[config.mk]
export PLATFORM = sky130hd
export DESIGN_NAME = iir_direct_form2_fixed_point
export DESIGN_NICKNAME = d
export VERILOG_FILES = /design/src/rtl/iir_df2_pkg.sv /design/src/rtl/iir_df2_coef_regs.sv /design/src/rtl/iir_df2_mac.sv /design/src/rtl/iir_df2_ctrl.sv /design/src/rtl/iir_direct_form2_fixed_point.sv
export VERILOG_INCLUDE_DIRS = /design/src /design/src/rtl
export SDC_FILE = /design/constraint.sdc
export NUM_CORES = 2
export LEC_CHECK = 0
export BUFFER_PORTS_ARGS = -buffer_cell sky130_fd_sc_hd__buf_2
export CORE_ASPECT_RATIO = 0.9
export CORE_UTILIZATION = 40
export DETAILED_ROUTE_END_ITERATION = 12
export GPL_TIMING_DRIVEN = 0
export PLACE_DENSITY = 0.64
export SLEW_MARGIN = 20
export SYNTH_ARGS = -nofsm -noshare
export SYNTH_HDL_FRONTEND = slang
export SYNTH_HIERARCHICAL = 1
export SYNTH_SLANG_ARGS = --single-unit
[constraint.sdc]
create_clock -name clk -period 9.35 [get_ports clk]
set_input_delay 1.87 -clock clk [delete_from_list [all_inputs] [get_ports clk]]
set_output_delay 1.87 -clock clk [all_outputs]
set_load 0.01 [all_outputs]
[src/rtl/iir_direct_form2_fixed_point_assert.svh]
// ----------------------------------------------------------------------------
// iir direct form ii assertion macros
// shared concurrent assertion forms for the filter rtl
// ----------------------------------------------------------------------------
`ifndef IIR_DIRECT_FORM2_FIXED_POINT_ASSERT_SVH
`define IIR_DIRECT_FORM2_FIXED_POINT_ASSERT_SVH

// consequent checked in the same cycle as the antecedent
`define IIR_DF2_ASSERT_SAME(label, clk, rst_n, ante, cons, msg) \
	label: assert property (@(posedge clk) disable iff (!rst_n) (ante) |-> (cons)) \
		else $error(msg);

// consequent checked in the cycle after the antecedent
`define IIR_DF2_ASSERT_NEXT(label, clk, rst_n, ante, cons, msg) \
	label: assert property (@(posedge clk) disable iff (!rst_n) (ante) |=> (cons)) \
		else $error(msg);

`endif

[src/rtl/iir_df2_pkg.sv]
// ----------------------------------------------------------------------------
// iir direct form ii package
// widths, register indexes, schedule constants and types of the filter
// ----------------------------------------------------------------------------
`default_nettype none

package iir_df2_pkg;

	localparam int ORDER     = 3;
	localparam int FRAC_BITS = 12;

	localparam int DATA_W  = 32;
	localparam int COEF_W  = 18;
	localparam int PROD_W  = DATA_W + COEF_W;
	localparam int EXT_W   = PROD_W + FRAC_BITS;

	localparam int NUM_REGS  = 8;
	localparam int REG_IDX_W = 3;
	localparam int REG_FF0   = 0;
	localparam int REG_FB0   = 4;

	localparam int TAP_W    = $clog2(ORDER + 1);
	localparam int DL_IDX_W = (ORDER > 1) ? $clog2(ORDER) : 1;

	// b0*w waits for the feedback sum to settle through the two mac stages
	localparam int B0_STEP   = (2 * ORDER + 1 > ORDER + 3) ? 2 * ORDER + 1 : ORDER + 3;
	localparam int LAST_STEP = B0_STEP + 2;
	localparam int STEP_W    = $clog2(LAST_STEP + 1);

	typedef logic signed [DATA_W-1:0]  data_t;
	typedef logic signed [COEF_W-1:0]  coef_t;
	typedef logic [REG_IDX_W-1:0]      reg_idx_t;

	typedef struct packed {
		logic valid;
		logic first;
		logic sub;
		logic sel_y;
	} mac_op_t;

endpackage

`default_nettype wire

[src/rtl/iir_df2_coef_regs.sv]
// ----------------------------------------------------------------------------
// iir direct form ii coefficient registers
// feedforward and feedback coefficients, one write port and one read port
// ----------------------------------------------------------------------------
`default_nettype none

module iir_df2_coef_regs (
	input  wire                  clk,
	input  wire                  arst_n,
	input  wire                  wr_en,
	input  iir_df2_pkg::reg_idx_t wr_index,
	input  iir_df2_pkg::coef_t   wr_data,
	input  iir_df2_pkg::reg_idx_t rd_index,
	output iir_df2_pkg::coef_t   rd_coef
);
	import iir_df2_pkg::*;

	coef_t coef_q [NUM_REGS];

	always_ff @(posedge clk or negedge arst_n) begin
		if (!arst_n) begin
			for (int i = 0; i < NUM_REGS; i++) begin
				coef_q[i] <= '0;
			end
		end else if (wr_en) begin
			coef_q[wr_index] <= wr_data;
		end
	end

	assign rd_coef = coef_q[rd_index];

endmodule

`default_nettype wire

[src/rtl/iir_df2_mac.sv]
// ----------------------------------------------------------------------------
// iir direct form ii multiply-accumulate unit
// registered multiply, scale by the fraction bits, then add into one of two sums
// ----------------------------------------------------------------------------
`default_nettype none

module iir_df2_mac (
	input  wire                  clk,
	input  wire                  arst_n,
	input  iir_df2_pkg::mac_op_t op,
	input  iir_df2_pkg::coef_t   coef,
	input  iir_df2_pkg::data_t   data,
	output iir_df2_pkg::data_t   acc_w,
	output iir_df2_pkg::data_t   acc_y
);
	import iir_df2_pkg::*;

	logic signed [PROD_W-1:0] prod_s1;
	mac_op_t                  op_s1;
	logic signed [EXT_W-1:0]  prod_ext;
	data_t                    scaled;
	data_t                    term;
	data_t                    acc_w_q;
	data_t                    acc_y_q;

	always_ff @(posedge clk or negedge arst_n) begin
		if (!arst_n) begin
			op_s1 <= '0;
		end else begin
			op_s1 <= op;
		end
	end

	always_ff @(posedge clk) begin
		prod_s1 <= coef * data;
	end

	// arithmetic shift right, keep the low word
	assign prod_ext = {{FRAC_BITS{prod_s1[PROD_W-1]}}, prod_s1};
	assign scaled   = prod_ext[FRAC_BITS+DATA_W-1:FRAC_BITS];
	assign term     = op_s1.sub ? data_t'(-scaled) : scaled;

	always_ff @(posedge clk) begin
		if (op_s1.valid) begin
			if (op_s1.sel_y) begin
				acc_y_q <= op_s1.first ? term : data_t'(acc_y_q + term);
			end else begin
				acc_w_q <= op_s1.first ? term : data_t'(acc_w_q + term);
			end
		end
	end

	assign acc_w = acc_w_q;
	assign acc_y = acc_y_q;

endmodule

`default_nettype wire

[src/rtl/iir_df2_ctrl.sv]
// ----------------------------------------------------------------------------
// iir direct form ii sequencer
// steps the shared mac through the taps, holds the delay line and the output
// ----------------------------------------------------------------------------
`default_nettype none

`include "iir_direct_form2_fixed_point_assert.svh"

module iir_df2_ctrl (
	input  wire                   clk,
	input  wire                   arst_n,
	input  wire                   in_valid,
	output logic                  in_ready,
	input  iir_df2_pkg::data_t    sample_in,
	output logic                  out_valid,
	input  wire                   out_ready,
	output iir_df2_pkg::data_t    sample_out,
	output iir_df2_pkg::reg_idx_t coef_idx,
	output iir_df2_pkg::mac_op_t  op,
	output iir_df2_pkg::data_t    op_data,
	input  iir_df2_pkg::data_t    acc_w,
	input  iir_df2_pkg::data_t    acc_y
);
	import iir_df2_pkg::*;

	logic              busy_q;
	logic [STEP_W-1:0] step_q;
	data_t             x_q;
	data_t             dl_q [ORDER];
	logic              out_valid_q;
	data_t             sample_out_q;
	logic [TAP_W-1:0]  tap;
	logic              accept;
	logic              at_last;
	logic              finish;

	assign accept  = in_valid && !busy_q;
	assign at_last = (step_q == STEP_W'(LAST_STEP));
	assign finish  = busy_q && at_last && (!out_valid_q || out_ready);

	// operand selection for the current step
	always_comb begin
		op       = '0;
		coef_idx = reg_idx_t'(REG_FF0);
		op_data  = x_q;
		tap      = '0;
		priority if (!busy_q) begin
			op = '0;
		end else if (step_q == '0) begin
			op.valid = 1'b1;
			op.first = 1'b1;
			coef_idx = reg_idx_t'(REG_FB0);
		end else if (step_q <= STEP_W'(ORDER)) begin
			tap      = TAP_W'(step_q);
			op.valid = 1'b1;
			op.sub   = 1'b1;
			coef_idx = reg_idx_t'(REG_FB0) + reg_idx_t'(tap);
			op_data  = dl_q[DL_IDX_W'(tap - TAP_W'(1))];
		end else if (step_q <= STEP_W'(2 * ORDER)) begin
			tap      = TAP_W'(step_q - STEP_W'(ORDER));
			op.valid = 1'b1;
			op.sel_y = 1'b1;
			op.first = (tap == TAP_W'(1));
			coef_idx = reg_idx_t'(REG_FF0) + reg_idx_t'(tap);
			op_data  = dl_q[DL_IDX_W'(tap - TAP_W'(1))];
		end else if (step_q == STEP_W'(B0_STEP)) begin
			// feedback sum has settled by now
			op.valid = 1'b1;
			op.sel_y = 1'b1;
			coef_idx = reg_idx_t'(REG_FF0);
			op_data  = acc_w;
		end else begin
			op = '0;
		end
	end

	always_ff @(posedge clk or negedge arst_n) begin
		if (!arst_n) begin
			busy_q <= 1'b0;
			step_q <= '0;
		end else if (accept) begin
			busy_q <= 1'b1;
			step_q <= '0;
		end else if (busy_q && !at_last) begin
			step_q <= step_q + STEP_W'(1);
		end else if (finish) begin
			busy_q <= 1'b0;
		end
	end

	always_ff @(posedge clk) begin
		if (accept) begin
			x_q <= sample_in;
		end
	end

	// newest intermediate value enters at the head of the delay line
	always_ff @(posedge clk or negedge arst_n) begin
		if (!arst_n) begin
			for (int i = 0; i < ORDER; i++) begin
				dl_q[i] <= '0;
			end
		end else if (finish) begin
			dl_q[0] <= acc_w;
			for (int i = 1; i < ORDER; i++) begin
				dl_q[i] <= dl_q[i-1];
			end
		end
	end

	always_ff @(posedge clk or negedge arst_n) begin
		if (!arst_n) begin
			out_valid_q <= 1'b0;
		end else if (finish) begin
			out_valid_q <= 1'b1;
		end else if (out_ready) begin
			out_valid_q <= 1'b0;
		end
	end

	always_ff @(posedge clk) begin
		if (finish) begin
			sample_out_q <= acc_y;
		end
	end

	assign in_ready   = !busy_q;
	assign out_valid  = out_valid_q;
	assign sample_out = sample_out_q;

	`IIR_DF2_ASSERT_NEXT(a_accept_busy, clk, arst_n, accept, busy_q && step_q == '0, "no start")
	`IIR_DF2_ASSERT_SAME(a_op_busy, clk, arst_n, op.valid, busy_q, "mac issued while idle")
	`IIR_DF2_ASSERT_SAME(a_step_range, clk, arst_n, busy_q, step_q <= STEP_W'(LAST_STEP), "bad step")
	`IIR_DF2_ASSERT_NEXT(a_finish_out, clk, arst_n, finish, out_valid_q && !busy_q, "result lost")

endmodule

`default_nettype wire

[src/rtl/iir_direct_form2_fixed_point.sv]
// ----------------------------------------------------------------------------
// iir direct form ii filter, fixed point
// one sample in, one filtered sample out, through one shared multiply-accumulate
// ----------------------------------------------------------------------------
//  channel  | signals                                   | moves
//  ---------+-------------------------------------------+----------------------
//  input    | in_valid, in_ready, sample_in             | one sample per item
//  output   | out_valid, out_ready, sample_out          | one filtered sample
//  config   | cfg_valid, cfg_ready, cfg_index, cfg_data | one coefficient write
//
//  after an item is accepted it is sequenced step by step, as 2*(ORDER+1)
//  products pass one at a time through the two-stage mac; in_ready is low
//  until the item completes.
//  a finished sample sits in the output register; if it is still unread when
//  the next item completes, the sequencer holds at its last step.
//  reset clears the coefficients, the delay line and all control state.
// ----------------------------------------------------------------------------
`default_nettype none

module iir_direct_form2_fixed_point (
	input  wire                   clk,
	input  wire                   arst_n,
	input  wire                   in_valid,
	output logic                  in_ready,
	input  iir_df2_pkg::data_t    sample_in,
	output logic                  out_valid,
	input  wire                   out_ready,
	output iir_df2_pkg::data_t    sample_out,
	input  wire                   cfg_valid,
	output logic                  cfg_ready,
	input  iir_df2_pkg::reg_idx_t cfg_index,
	input  iir_df2_pkg::coef_t    cfg_data
);
	import iir_df2_pkg::*;

	reg_idx_t coef_idx;
	coef_t    coef;
	mac_op_t  op;
	data_t    op_data;
	data_t    acc_w;
	data_t    acc_y;

	assign cfg_ready = 1'b1;

	iir_df2_coef_regs u_coef_regs (
		.clk      (clk),
		.arst_n   (arst_n),
		.wr_en    (cfg_valid),
		.wr_index (cfg_index),
		.wr_data  (cfg_data),
		.rd_index (coef_idx),
		.rd_coef  (coef)
	);

	iir_df2_mac u_mac (
		.clk    (clk),
		.arst_n (arst_n),
		.op     (op),
		.coef   (coef),
		.data   (op_data),
		.acc_w  (acc_w),
		.acc_y  (acc_y)
	);

	iir_df2_ctrl u_ctrl (
		.clk        (clk),
		.arst_n     (arst_n),
		.in_valid   (in_valid),
		.in_ready   (in_ready),
		.sample_in  (sample_in),
		.out_valid  (out_valid),
		.out_ready  (out_ready),
		.sample_out (sample_out),
		.coef_idx   (coef_idx),
		.op         (op),
		.op_data    (op_data),
		.acc_w      (acc_w),
		.acc_y      (acc_y)
	);

endmodule

`default_nettype wire
==> results.sh <==
export IMPL_first_pass_iters=5
export IMPL_chipWidth_um=334
export IMPL_layout_cells_non_filler=5210
export IMPL_place_ws_ns=-2.89
export IMPL_synth_seq_cells=410
export IMPL_detailed_route_wl_mm=111
export IMPL_grt_pass1_wl_mm=172
export IMPL_antenna_found_initial=3
export IMPL_setup_viol=0
export IMPL_num_vias=27900
export IMPL_route_antenna_remaining_nets=0
export IMPL_final_fill_count=9265
export IMPL_postSynthCellCount=3741
export IMPL_worst_ep_arrival_time_ns=9.59
export IMPL_synthMuxAreaShare=0.133
export IMPL_fp_dieArea_sq_mm=0.100
export IMPL_numCtsBuffers=44
export IMPL_detailedRoute_firstIterationViolations=2124
export IMPL_tns_ns=0
export IMPL_critPathMaxStageDelay_ns=0.60
export IMPL_global_route_usage_total=0.225
export IMPL_hold_path_class="register to register"
export IMPL_yosys_cell_types_count=77
export IMPL_net_count_synth=4477
export IMPL_synth_enable_flop_cells=128
export IMPL_place_port_buffers=87
export IMPL_global_route_overflow_total=0
export IMPL_numPlacedInstances=5123
export IMPL_synth_ff_type="sky130_fd_sc_hd__dfrtp_1"
export IMPL_grt_start_max_net_pins=94
export IMPL_final_min_period_over_clock_period=0.970
export IMPL_mappedNetlistArea_sq_mm=0.0396
export IMPL_yosys_top_cells_count="625 x sky130_fd_sc_hd__inv_1, 501 x sky130_fd_sc_hd__fa_1, 414 x sky130_fd_sc_hd__nand2_1"
export IMPL_cts_sinks=410
export IMPL_clock_latency_ns=0.61
export IMPL_critical_path_peak_fanout=10
export IMPL_critPathCaptureType="register"
export IMPL_slew_violations=0
export IMPL_worst_setup_hold_path_clk_slew_ns=0.06
export IMPL_slew_headroom=0.292
export IMPL_route_detailed_vias_per_inst=5.36
export IMPL_detail_route_wl_per_cell_um=21.3
export IMPL_clk_path_buf_depth=3
export IMPL_yosysSeqAreaShare=0.271
export IMPL_post_synth_top_area_fraction=0.253
export IMPL_ctsHoldBuffers=0
export IMPL_yosys_area_share_simple=0.102
export IMPL_clockRootBuffer="sky130_fd_sc_hd__clkbuf_16"
export IMPL_starting_density_of_the_core=0.404
export IMPL_crit_path_frequent_cell="sky130_fd_sc_hd__fa_1"
export IMPL_post_synth_cell_area_avg_sq_um=10.6
export IMPL_maxClockFrequency_mhz=110
export IMPL_core_rowCount=109
export IMPL_layout_core_utilization=0.446
export IMPL_worstPathBufferInverterCount=9
export IMPL_first_global_vias=28800
export IMPL_core_area_sq_mm=0.0982
export IMPL_yosys_area_top_type="sky130_fd_sc_hd__fa_1"
export IMPL_yosys_area_share_xor_xnor=0.0289
export IMPL_post_dp_hpwl_mm=87.5
export IMPL_cap_viol_max_count=0
export IMPL_finClkSkew_ns=0.0360
export IMPL_htree_levels=2
export IMPL_fp_dieH_um=301
export IMPL_place_gp_congestion=0.967
export IMPL_period_minus_slack_ns=9.07
export IMPL_synth_compound_area_frac=0.0751
export IMPL_layout_nets=4631
export IMPL_cpLargestDelayFamily="adder cells"
export IMPL_syn2layout_area_growth_pct=10.5
export IMPL_drt_drc_violations_left=0
export IMPL_outcome="finished clean"
export IMPL_timing_critical_path_slowest_stage_cell="sky130_fd_sc_hd__fa_1"
export IMPL_worstSetupPathType="register to register"
export IMPL_synth_async_reset_ratio=0.610
export IMPL_tritoncts="built"
export IMPL_synthesis_yosys_warnings=6
export IMPL_setup_ws_ns=0.284
export IMPL_cp_data_required_time_ns=9.87
export IMPL_synth_top_family_by_area="adder cells"
export IMPL_top_level_ports=93
export IMPL_post_synth_fa_ha_maj_area_fraction=0.309
export IMPL_max_slew_worst_pin_slew_ns=1.05
export IMPL_drive_above_1_share=0.195
export IMPL_timing_hold_violations_final=0
export IMPL_start_kind="register"
export IMPL_ys_top_cells_by_area="sky130_fd_sc_hd__fa_1 25%, sky130_fd_sc_hd__dfrtp_1 16%, sky130_fd_sc_hd__edfxtp_1 9.7%, sky130_fd_sc_hd__mux2_2 9.2%, sky130_fd_sc_hd__inv_1 5.9%"
export IMPL_synth_most_common_cell="sky130_fd_sc_hd__inv_1"
## final timing paths
kind	from	endpoint	slack (ns)	depth (start not counted)
worst max-delay path	u_ctrl/step_q[0]	u_mac/prod_s1[43]	0.28	32
worst min-delay path	u_mac/acc_y[15]	u_ctrl/sample_out[15]	0.45	0
worst max register to register	u_ctrl/step_q[0]	u_mac/prod_s1[43]	0.28	32
worst min register to register	u_mac/acc_y[15]	u_ctrl/sample_out[15]	0.45	0
max in group asynchronous	arst_n	u_ctrl/dl_q[7]	6.70	3
min in group asynchronous	arst_n	u_coef_regs/coef_q[46]	1.27	1
## repair_timing
item	4_1_cts	5_1_grt
setup endpoints to repair	32	16
setup buffers	3	4
resized for setup	115	78
pin swaps	3	7
## metrics by stage
step	hold WS [ns]	area, sq um
after detailed placement	0.443	41900
after global placement	0.448	41700
after global routing	0.466	43800
final	0.455	43800
after floorplan	0.433	39600
after CTS	0.457	43700
## cell families after synthesis
group           Yosys count
buf+inv                 815
flops                   410
xor+xnor                130
mux                     426
other cells               1
compound gates          455
fa+ha+maj               678
simple gates            826
## final cells by class
type	instances	area, sq um	share of cell area
Inverter	626	2350	0.0537
Sequential cell	410	10700	0.245
Clock inverter	28	288	0.00657
Multi-Input combinational cell	2516	25800	0.590
Buffer	184	1070	0.0245
Tap cell	1276	1600	0.0365
Clock buffer	54	1180	0.0269
Antenna cell	3	7.51	0.000171
Timing Repair Buffer	113	733	0.0167
## layout by cell type (no fill, tap or decap), types with 42 or more instances in the layout
cell / count
sky130_fd_sc_hd__nand2_1: 413
sky130_fd_sc_hd__inv_1: 624
sky130_fd_sc_hd__xnor2_1: 86
sky130_fd_sc_hd__and2_1: 205
sky130_fd_sc_hd__mux2_2: 322
sky130_fd_sc_hd__clkbuf_1: 46
sky130_fd_sc_hd__dfrtp_1: 250
sky130_fd_sc_hd__a21oi_1: 75
sky130_fd_sc_hd__clkbuf_16: 44
sky130_fd_sc_hd__buf_2: 123
sky130_fd_sc_hd__xor2_1: 42
sky130_fd_sc_hd__nor2_1: 66
sky130_fd_sc_hd__a22oi_1: 63
sky130_fd_sc_hd__clkbuf_2: 58
sky130_fd_sc_hd__o21ai_0: 109
sky130_fd_sc_hd__edfxtp_1: 128
sky130_fd_sc_hd__fa_1: 501
sky130_fd_sc_hd__ha_1: 176
## state kept, by name, indices dropped and copies added (netlist names), 32 cells and up
| register | count |
|---|---|
| u_mac/acc_y | 32 |
| u_ctrl/x_q | 32 |
| u_mac/acc_w | 32 |
| u_ctrl/dl_q | 96 |
| u_mac/prod_s1 | 32 |
| u_coef_regs/coef_q | 144 |
| u_ctrl/sample_out | 32 |
## metal layers
layer | vias to the layer above | GRT usage | part of all wire
met5 | - | 0 | 0.00014
met4 | 4 | 0.0529 | 0.024
met3 | 168 | 0.0604 | 0.093
met2 | 994 | 0.347 | 0.44
met1 | 14300 | 0.314 | 0.44
li1 | 12500 | - | -
Power is left out: the tool's default activity adds up to more than one toggle a clock period on the data nets, which glitch-free logic cannot reach.
